$ cat src/rtl/lsp_pkg.sv
// Shared types and constants for the LIFO stack with peek.
package lsp_pkg;

  // Fixed field widths
  localparam int unsigned DataW   = 32;
  localparam int unsigned OpW     = 2;
  localparam int unsigned PosW    = 7;
  localparam int unsigned LimitW  = 7;
  localparam int unsigned CountW  = 7;
  localparam int unsigned StatusW = 2;

  // Defaults
  localparam int unsigned          DefMaxDepth = 64;
  localparam logic [LimitW-1:0]    LimitRst    = 7'd64;
  localparam logic [DataW-1:0]     FailWord    = '1;

  // Operation codes
  typedef enum logic [OpW-1:0] {
    OP_PUSH = 2'd0,
    OP_POP  = 2'd1,
    OP_PEEK = 2'd2
  } op_e;

  // Status codes
  typedef enum logic [StatusW-1:0] {
    ST_OK        = 2'd0,
    ST_OVERFLOW  = 2'd1,
    ST_UNDERFLOW = 2'd2,
    ST_BADPOS    = 2'd3
  } status_e;

  // Per-cycle control broadcast to every cell
  typedef struct packed {
    logic push;   // take word from the cell above (toward the top)
    logic pop;    // take word from the cell below
    logic load;   // snapshot own word into the scan register
    logic shift;  // move scan word one cell toward the top
  } cell_ctrl_t;

  // One result item
  typedef struct packed {
    logic [CountW-1:0] count;
    logic              full;
    logic              empty;
    status_e           status;
    logic [DataW-1:0]  data;
  } res_t;

endpackage

$ cat src/rtl/lsp_cell.sv
// One stack cell: holds one entry and one scan word, shifts with its neighbors.
module lsp_cell
  import lsp_pkg::*;
(
  input  logic             clk_i,
  input  cell_ctrl_t       ctrl_i,
  input  logic [DataW-1:0] word_up_i,    // word of the cell nearer the top
  input  logic [DataW-1:0] word_down_i,  // word of the cell deeper in the stack
  input  logic [DataW-1:0] scan_down_i,  // scan word of the deeper cell
  output logic [DataW-1:0] word_o,
  output logic [DataW-1:0] scan_o
);

  logic [DataW-1:0] word_q, word_d;
  logic [DataW-1:0] scan_q, scan_d;

  // Entry: shift down on push, up on pop
  always_comb begin
    if (ctrl_i.push) begin
      word_d = word_up_i;
    end else if (ctrl_i.pop) begin
      word_d = word_down_i;
    end else begin
      word_d = word_q;
    end
  end

  // Scan word: snapshot, then walk toward the top
  always_comb begin
    if (ctrl_i.load) begin
      scan_d = word_q;
    end else if (ctrl_i.shift) begin
      scan_d = scan_down_i;
    end else begin
      scan_d = scan_q;
    end
  end

  always_ff @(posedge clk_i) begin
    word_q <= word_d;
    scan_q <= scan_d;
  end

  assign word_o = word_q;
  assign scan_o = scan_q;

endmodule
$ cat config.mk
export PLATFORM = sky130hd
export DESIGN_NAME = lsp_cell
export DESIGN_NICKNAME = d
export VERILOG_FILES = /design/src/rtl/lsp_pkg.sv /design/src/rtl/lsp_cell.sv
export SDC_FILE = /design/constraint.sdc
export NUM_CORES = 1
export LEC_CHECK = 0
export ABC_AREA = 1
export BUFFER_PORTS_ARGS = -buffer_cell sky130_fd_sc_hd__buf_4
export CORE_ASPECT_RATIO = 2
export CORE_UTILIZATION = 30
export DETAILED_ROUTE_END_ITERATION = 16
export SLEW_MARGIN = 20
export SYNTH_ARGS = -nofsm -noshare
export SYNTH_HDL_FRONTEND = slang
export SYNTH_SLANG_ARGS = --single-unit
$ cat constraint.sdc
create_clock -name clk_i -period 1.31 [get_ports clk_i]
set_input_delay 0.1965 -clock clk_i [delete_from_list [all_inputs] [get_ports clk_i]]
set_output_delay 0.1965 -clock clk_i [all_outputs]
set_load 0.05 [all_outputs]
# ---- After elaboration in Yosys (flattened, before gate mapping)
# Index checks and enable logic that the tools add are counted.
dict set report word_totals {
  ff_bits 64
  input_bits 101
  out_inout_bits 64
  wordCells 8
}
dict set report classes {
  muxes 4
  reduce_logical 2
}
# cell count
set op_table {}
lappend op_table {{32-bit 2-to-1 mux} 4}
lappend op_table {{2-bit nonzero test} 2}

# ---- Depth between registers and ports, before layout
# Gate-level depths: netlist of the first run.
dict set report logic_depth {
  ltp_word 2
  ltp_mapped 5
  mapped_depth_nobuf 3
}

# ---- Worst setup path after synthesis of the first run
# Ideal clock, no wire load.
dict set report synth_timing {
  kind {input -> register}
  from {input ctrl_i[3] (netlist bit)}
  to {register word_q[0] (netlist: word_o[0]), enable pin}
  setup_time_ps 330
  t_arrival_ps 841
  required_time_ps 980
  setup_slack_ps 139
  cell_stages 2
  n_path_buf 1
  path_cell_list {buf_6 > or2_2}
}
dict set report synth_via {
  elab_chain_len 1
}
# element line_no
set synth_lines {}
lappend synth_lines {{from (decl)} lsp_cell.sv:6} ;# input cell_ctrl_t ctrl_i,
lappend synth_lines {{2-bit nonzero test (no line)} -}
lappend synth_lines {{to (signal assigned)} lsp_cell.sv:40} ;# word_q <= word_d;
lappend synth_lines {{to (decl)} lsp_cell.sv:14} ;# logic [DataW-1:0] word_q, word_d;
# Every way passes these cells.
# A chain may end at the register's enable or synchronous reset.

# ---- Worst setup path in the final report of the first run
dict set report layout_timing {
  from {register word_q[18] (netlist: word_o[18])}
  to {output word_o[18]}
}
# element line_no
set layout_lines {}
lappend layout_lines {{to (decl)} lsp_cell.sv:10} ;# output logic [DataW-1:0] word_o,
# No word-level cell between the ends.

==> impl_metrics.csv, run 1 <==
group,metric,value,unit
placed_design,io_buffer_count,164,
clocking,clk_pin_slew_worst_paths,50,ps
cells_and_area,nets,541,
setup_path,max_stage_delay,420,ps
min_path,min_from,"scan_down_i[7]",
timing,slew_viol_final,0,
setup_path,path_buf_inv,1,
clocking,clk_latency,310,ps
min_path,hp-class,"in -> reg",
setup_path,worst_setup_path_end_kind,"primary output",
timing,slew_headroom,77.2,%
timing,fin_crit,1150,ps
synth,ys_top_cells_by_area,"edfxtp_1 (66%), nand2_1 (22%), nand2_2 (4.3%)",
setup_path,rr_endpoint,"scan_o[27]$_DFFE_PP_",
power,p_per_area,1420,nW/µm²
drt,drtPass1Iterations,11,
power,ir_drop,0.619,mV
placed_design,placed_cells,533,
floorplan,core_area,9380,µm²
setup_path,worst_ep_required_time,1110,ps
floorplan,die_h,141,µm
floorplan,initial_core_util,30.8,%
placed_design,gp_congestion,0.842,
global_route,grt_pass1_wl,10800,µm
clocking,cts_resized,0,
synth,ys_ff_latch,64,
floorplan,ios,165,
timing,finalSetupTns,0,ps
floorplan,dieArea,10100,µm²
synth,synthDistinctLibCells,11,
drt,via_count,2312,
synth,netlist_instances,274,
synth,avgSynthCellArea,10.5,µm²
setup_path,critical_path_class,"reg -> out",
power,p_leak,2.19,nW
setup_path,crit_family,"flip-flops",
timing,rsz0062_at_grt,"false",
setup_path,crit_fanout,2,
setup_path,regToRegSetupSlack,490,ps
floorplan,die_w,71.4,µm
synth,syn_area,2890,µm²
global_route,grt_usage,14.4,%
cells_and_area,drive_above_1_share,45.9,%
setup_path,crit_path_cell_trace,"buf_4",
drt,drt-wirelength-per-cell,13.1,µm
cells_and_area,fill_cells,909,
status,failed_checks,"DRC",
synth,ys_warn_count,0,
setup_path,ff2ff_path_depth,2,
synth,yosysTopAreaCell,"edfxtp_1",
global_route,grt_pass1_vias,2321,
drt,drtAntennaViolNets,0,
placed_design,postPlaceCellArea,4150,µm²
cells_and_area,fin_area,4390,µm²
cells_and_area,finalNonFillerCells,546,
timing,max_freq,0.870,GHz
global_route,grt_start_max_net_pins,34,
placed_design,hpwl,5840,µm
floorplan,num_rows,50,
drt,wirelength,7140,µm
clocking,htree_levels,3,
global_route,grt_antenna_before_repair,0,
synth,synth_nets,375,
clocking,cts.sinks,64,
timing,setup_viol,0,
flow_run,cap_violations,0,
setup_path,r2r-start,"word_o[27]$_DFFE_PP_",
timing,worst_slew_pin_slew,342,ps
clocking,post_cts_buffers,0,
setup_path,critPathSlowestCell,"edfxtp_1",
setup_path,arrival,950,ps
clocking,cts_tree,"built",
synth,ys_seq_area_share,66.5,%
timing,hold_ws,147,ps
clocking,cts_buffers,9,
status,status,"complete, but fails checks",
synth,synthDominantCellAreaShare,66.5,%
setup_path,cp-start-kind,"register",
cells_and_area,areaGrowthSynthToFinish,51.9,%
min_path,min_to,"scan_o[7]$_DFFE_PP_",
clocking,cts_root_buf,"clkbuf_16",
drt,drt_iter0_markers,129,
drt,drc,8,
timing,finalClockSkew,5.16,ps
drt,routed_via_density,4.23,
cells_and_area,diodes,0,
timing,hold_violations,0,
min_path,hold_path_depth,3,
clocking,hold_buffers,0,
timing,post-route-period-util,87.8,%
clocking,clock_path_buffers,2,
global_route,grt_overflow,0,
[cells in the final DEF, fill, tap and decap left out]
cell type	Yosys	final
nand2_1	172	172
buf_4	2	167
edfxtp_1	64	64
nand2_2	20	20
clkbuf_16	0	9
or2_2	2	2
clkinv_1	0	2
buf_12	1	2
inv_8	1	1
inv_6	1	1
clkbuf_1	0	1
clkinv_2	0	1
[area by class of cell]
| cell class | instances | area (µm²) | area share (%) |
|---|---|---|---|
| clock inverter | 3 | 12.5 | 0.285 |
| inverter | 2 | 20.0 | 0.456 |
| timing repair buffer | 169 | 1290 | 29.5 |
| clock buffer | 10 | 229 | 5.22 |
| tap | 104 | 130 | 2.96 |
| sequential | 64 | 1920 | 43.8 |
| multi-input combinational | 194 | 783 | 17.8 |
[cell usage after synthesis]
cell and number:
edfxtp_1 64, nand2_1 172, inv_6 1, nand2_2 20, or2_2 2, clkbuf_8 1
buf_8 1, buf_6 9, inv_8 1, buf_4 2, buf_12 1
[kinds of logic after synthesis]
kind of cell	after synthesis	share of synthesized area, %
buf+inv	16	6.41
flops	64	66.5
simple gates	194	27.1
[report_power, final]
part	switching, mW	internal, mW
Sequential	0.111	2.53
Combinational	1.11	0.559
Clock	0.694	1.22
Total	1.91	4.32
[through the flow]
step | util (%) | setup WS (ps) | power, mW
floorplan | - | 139 | 3.72
global placement | 44.2 | 127 | 4.36
detailed placement | 44.2 | 104 | 4.37
CTS | 46.8 | 140 | 6.31
global route | 46.8 | 119 | 6.49
finish | 46.8 | 160 | 6.23
[flip-flops by register name (all words and copies together), names as in the netlist]
register / cells
word_o: 32
scan_o: 32
[worst max path at each step]
stage	endpoint	from	depth (start not counted)	slack (ps)
finish	word_o[18]	word_o[18]$_DFFE_PP_	1	160
global placement	scan_o[25]$_DFFE_PP_	ctrl_i[1]	5	130
floorplan	word_o[0]$_DFFE_PP_	ctrl_i[3]	2	140
detailed placement	scan_o[25]$_DFFE_PP_	ctrl_i[1]	5	100
global route	word_o[29]	word_o[29]$_DFFE_PP_	1	120
CTS	word_o[18]	word_o[18]$_DFFE_PP_	1	140
[per-layer routing]
metal	global-route usage, %	vias up	part of all wire [%]
met1	15.2	989	36
li1	-	1205	-
met5	0	-	0
met2	26.3	106	56
met4	9.05	0	2.7
met3	2.00	12	5.2
Note: power is estimated with default switching activity, not from simulation.
==> run 2, diff against run 1 <==
Settings changed: MAX_ROUTING_LAYER from default to met4.
==> run 2 against run 1 <==
The flow still finishes with violations (DRC). Global-route usage increased by 0.47 points. Register-to-register slack hardly changed. Clock skew barely moved. Cell count did not move. Sequential power about the same. Combinational power about the same.
==> impl_metrics.csv, run 2 (synthesized netlist as in run 1, its figures left out) <==
group,metric,value,unit
cells_and_area,final_util,46.8,%
setup_path,crit_family,"flip-flops",
global_route,grt_antenna_before_repair,0,
drt,via_count,2307,
clocking,clk_pin_slew_worst_paths,50,ps
setup_path,worst_setup_path_end_kind,"primary output",
drt,wirelength,7140,µm
power,comb_power_share,26.8,%
setup_path,crit_path_cell_trace,"buf_4",
power,internal_power,4.32,mW
clocking,clk_latency,310,ps
global_route,grt_overflow,0,
global_route,grt_pass1_wl,10900,µm
setup_path,crit_fanout,2,
cells_and_area,final_cell_mix,"nand2_1 (172), buf_4 (167), edfxtp_1 (64)",
drt,drt-wirelength-per-cell,13.1,µm
setup_path,worst_ep_required_time,1110,ps
power,power_frac_clock,30.8,%
drt,drc,8,
timing,setup_viol,0,
placed_design,gp_congestion,0.855,
cells_and_area,fill_cells,909,
timing,rsz0062_at_grt,"false",
floorplan,die_h,141,µm
clocking,htree_levels,3,
clocking,cts_tree,"built",
clocking,cts_resized,0,
cells_and_area,areaGrowthSynthToFinish,51.9,%
clocking,cts_buffers,9,
cells_and_area,nets,541,
power,p_per_area,1420,nW/µm²
global_route,grt_start_max_net_pins,34,
timing,worst_slew_pin_slew,343,ps
clocking,cts.sinks,64,
global_route,grt_usage,14.9,%
setup_path,arrival,950,ps
global_route,grt_pass1_vias,2311,
min_path,hp-class,"in -> reg",
setup_path,r2r-start,"word_o[18]$_DFFE_PP_",
drt,drtAntennaViolNets,0,
floorplan,core_area,9380,µm²
setup_path,cp-startpoint,"word_o[18]$_DFFE_PP_",
floorplan,ios,165,
flow_run,cap_violations,0,
floorplan,dieArea,10100,µm²
cells_and_area,diodes,0,
cells_and_area,mostFrequentLayoutCell,"nand2_1",
power,p_leak,2.19,nW
clocking,hold_buffers,0,
timing,slew_viol_final,0,
drt,drt_iter0_markers,135,
floorplan,initial_core_util,30.8,%
floorplan,die_w,71.4,µm
setup_path,path_buf_inv,1,
setup_path,cp-start-kind,"register",
power,p_switching,1.92,mW
placed_design,io_buffer_count,164,
setup_path,cp.depth,1,
timing,finalClockSkew,5.36,ps
timing,hold_violations,0,
timing,fin_crit,1150,ps
clocking,cts_root_buf,"clkbuf_16",
setup_path,ff2ff_path_depth,2,
floorplan,num_rows,50,
min_path,hold_path_depth,3,
timing,slew_headroom,77.1,%
setup_path,critPathSlowestCell,"edfxtp_1",
power,ir_drop,0.615,mV
status,failed_checks,"DRC",
power,sw_frac_of_total,30.8,%
cells_and_area,drive_above_1_share,45.9,%
status,status,"complete, but fails checks",
setup_path,critical_path_class,"reg -> out",
clocking,post_cts_buffers,0,
timing,max_freq,0.869,GHz
timing,finalSetupTns,0,ps
min_path,min_from,"scan_down_i[10]",
setup_path,max_stage_delay,420,ps
drt,routed_via_density,4.23,
drt,drtPass1Iterations,12,
placed_design,hpwl,5840,µm
power,p_seq_share,42.4,%
timing,post-route-period-util,87.9,%
clocking,clock_path_buffers,2,
run 2: cell counts in the layout (fill, tap and decap cells not counted):
Identical to the previous run, type by type.
run 2: cell type report:
| cell class | instances | area (µm²) | share of cell area (%) |
|---|---|---|---|
| flip-flops and latches | 64 | 1920 | 43.8 |
| repair buffers | 169 | 1290 | 29.5 |
| multi-input cells | 194 | 783 | 17.8 |
| clock buffers | 10 | 229 | 5.22 |
| well taps | 104 | 130 | 2.96 |
| inverters | 2 | 20.0 | 0.456 |
| clock inverters | 3 | 12.5 | 0.285 |
run 2: worst paths after layout:
kind                     endpoint  slack (ps)
max                    word_o[18]         160
min          scan_o[10]$_DFFE_PP_         150
max reg2reg  scan_o[18]$_DFFE_PP_         490
min reg2reg  scan_o[31]$_DFFE_PP_         560
run 2: per-layer routing:
layer	vias to the layer above	routed length [µm]	track usage [%]
met5	-	0	-
met4	0	189	9.05
met3	10	363	2.00
met2	99	3990	26.2
met1	994	2600	15.4
li1	1204	-	-
run 2: stage by stage:
| step | setup WS (ps) | power (mW) | area (µm²) | hold WS [ps] | instances |
|---|---|---|---|---|---|
| final | 159 | 6.23 | 4390 | 147 | 546 |
| after floorplan | 139 | 3.72 | 2890 | 369 | 274 |
| after CTS | 140 | 6.31 | 4390 | 136 | 546 |
| after global placement | 127 | 4.36 | 4150 | 459 | 533 |
| after global routing | 119 | 6.49 | 4390 | 144 | 546 |
| after detailed placement | 104 | 4.37 | 4150 | 467 | 533 |
run 2: worst reg2reg max path: cells and delay by family (launching register included):
kind	cells	cell delay, ps
DFF	1	420
and+or+nand+nor	2	140
run 2: power by group through the flow:
| stage | clock, mW | combinational, mW | sequential (mW) |
|---|---|---|---|
| global route | 2.07 | 1.76 | 2.67 |
| finish | 1.92 | 1.67 | 2.64 |
| CTS | 1.98 | 1.68 | 2.65 |
| floorplan | 0 | 0.286 | 3.44 |
| detailed placement | 0 | 1.68 | 2.69 |
| global placement | 0 | 1.67 | 2.69 |
==> run 3, diff against run 2 <==
Settings changed: GPL_TIMING_DRIVEN from default to 0.
==> run 3 against run 2 <==
The run still ends with DRC left. Critical path type unchanged. Maximum frequency fell by 0.46%. Wire length is 6.0% higher. Global-route usage increased by 1.3 points. Highest routed layer unchanged. Largest power group unchanged. Design area grew 2.9%. Sequential power barely moved. Utilization increased by 1.3 points. Register-to-register slack barely moved. Clock power up 16%. Non-clock buffer count increased by 7. Sequential cell count unchanged. Worst hold slack got worse by 9.0 ps.
==> impl_metrics.csv, run 3 (synthesized netlist as in run 1, its figures left out) <==
group,metric,value,unit
timing,finalClockSkew,3.77,ps
power,comb_power_share,26.0,%
power,sw_frac_of_total,30.4,%
timing,fin_crit,1160,ps
timing,setup_viol,0,
global_route,grt_start_max_net_pins,33,
drt,drtAntennaViolNets,0,
cells_and_area,diodes,0,
floorplan,die_h,141,µm
cells_and_area,final_util,48.1,%
floorplan,ios,165,
cells_and_area,final_cell_mix,"nand2_1 (172), buf_4 (164), edfxtp_1 (64)",
drt,via_count,2388,
clocking,cts_root_buf,"clkbuf_16",
floorplan,core_area,9380,µm²
setup_path,max_stage_delay,420,ps
timing,max_freq,0.865,GHz
clocking,post_cts_buffers,0,
floorplan,die_w,71.4,µm
setup_path,crit_fanout,2,
timing,post-route-period-util,88.3,%
cells_and_area,nets,548,
floorplan,dieArea,10100,µm²
setup_path,arrival,960,ps
timing,finalSetupTns,0,ps
timing,worst_slew_pin_slew,741,ps
cells_and_area,mostFrequentLayoutCell,"nand2_1",
power,power,6.56,mW
drt,drc,6,
min_path,min_to,"word_o[19]$_DFFE_PP_",
global_route,grt_antenna_before_repair,0,
power,p_leak,2.25,nW
power,power_frac_clock,33.8,%
clocking,clk_latency,320,ps
cells_and_area,finalNonFillerCells,556,
status,status,"complete, but fails checks",
setup_path,r2r-start,"word_o[21]$_DFFE_PP_",
clocking,clock_path_buffers,2,
global_route,grt_pass1_wl,11600,µm
timing,hold_violations,0,
clocking,cts.sinks,64,
setup_path,critical_path_class,"reg -> out",
min_path,hold_path_depth,3,
setup_path,path_buf_inv,1,
global_route,grt_pass1_vias,2353,
power,internal_power,4.57,mW
min_path,min_from,"word_down_i[19]",
drt,routed_via_density,4.29,
setup_path,critPathSlowestCell,"edfxtp_1",
global_route,grt_overflow,0,
clocking,clk_pin_slew_worst_paths,50,ps
setup_path,crit_family,"flip-flops",
clocking,hold_buffers,0,
status,failed_checks,"DRC",
cells_and_area,drive_above_1_share,46.9,%
power,p_switching,1.99,mW
placed_design,placed_cells,540,
min_path,hp-class,"in -> reg",
setup_path,cp-start-kind,"register",
clocking,htree_levels,3,
placed_design,gp_congestion,0.830,
timing,slew_viol_final,0,
power,p_seq_share,40.2,%
placed_design,hpwl,6260,µm
setup_path,worst_ep_required_time,1110,ps
clocking,cts_resized,0,
global_route,grt_usage,16.2,%
floorplan,num_rows,50,
setup_path,crit_path_cell_trace,"buf_4",
drt,wirelength,7570,µm
clocking,cts_buffers,9,
flow_run,cap_violations,0,
timing,slew_headroom,50.6,%
setup_path,ff2ff_path_depth,2,
clocking,cts_tree,"built",
placed_design,io_buffer_count,162,
floorplan,initial_core_util,30.8,%
drt,drt_iter0_markers,95,
timing,rsz0062_at_grt,"false",
setup_path,worst_setup_path_end_kind,"primary output",
drt,drtPass1Iterations,12,
drt,drt-wirelength-per-cell,13.6,µm
cells_and_area,areaGrowthSynthToFinish,56.3,%
power,ir_drop,0.662,mV
power,p_per_area,1450,nW/µm²
setup_path,rr_endpoint,"scan_o[21]$_DFFE_PP_",
setup_path,regToRegSetupSlack,490,ps
## run 3: cell types whose count changed in the layout (fill, tap and decap cells not counted), sizes merged
cell	before	now
clkbuf	10	12
bufinv	0	1
clkinv	3	4
buf	169	175
## run 3: through the flow
step / worst slack (ps) / area, µm² / hold slack [ps]
after floorplan: 139 / 2890 / 369
after global routing: 114 / 4520 / 127
after detailed placement: -31.1 / 4240 / 466
after global placement: -9.34 / 4240 / 461
after CTS: 136 / 4520 / 126
final: 153 / 4520 / 138
## run 3: worst max-delay path by stage
stage | startpoint | endpoint | depth (start not counted) | slack (ps)
6_report | word_o[29]$_DFFE_PP_ | word_o[29] | 1 | 150
5_1_grt | word_o[25]$_DFFE_PP_ | word_o[25] | 1 | 110
4_1_cts | word_o[30]$_DFFE_PP_ | word_o[30] | 1 | 140
3_5_place_dp | ctrl_i[1] | scan_o[11]$_DFFE_PP_ | 2 | -30
3_3_place_gp | ctrl_i[3] | word_o[1]$_DFFE_PP_ | 2 | -9
2_1_floorplan | ctrl_i[3] | word_o[0]$_DFFE_PP_ | 2 | 140
## run 3: layer usage
metal | vias up | routed length [µm] | track usage [%]
li1 | 1225 | - | -
met1 | 1057 | 2630 | 15.9
met2 | 93 | 4320 | 29.0
met3 | 13 | 397 | 3.36
met4 | 0 | 223 | 8.74
met5 | - | 0 | -
## run 3: power by group through the flow
stage	sequential, mW	clock [mW]	combinational, mW
2_1_floorplan	3.44	0	0.286
3_3_place_gp	2.67	0	1.71
3_5_place_dp	2.68	0	1.72
4_1_cts	2.64	2.27	1.72
5_1_grt	2.66	2.36	1.80
6_report	2.64	2.22	1.71
## run 3: layout make-up
| type | count | area (µm²) |
|---|---|---|
| Fill cell | 907 | 4870 |
| Sequential cell | 64 | 1920 |
| Clock inverter | 5 | 47.5 |
| Multi-Input combinational cell | 194 | 783 |
| Timing Repair Buffer | 162 | 1220 |
| Buffer | 14 | 165 |
| Inverter | 2 | 20.0 |
| Clock buffer | 11 | 233 |
| Tap cell | 104 | 130 |
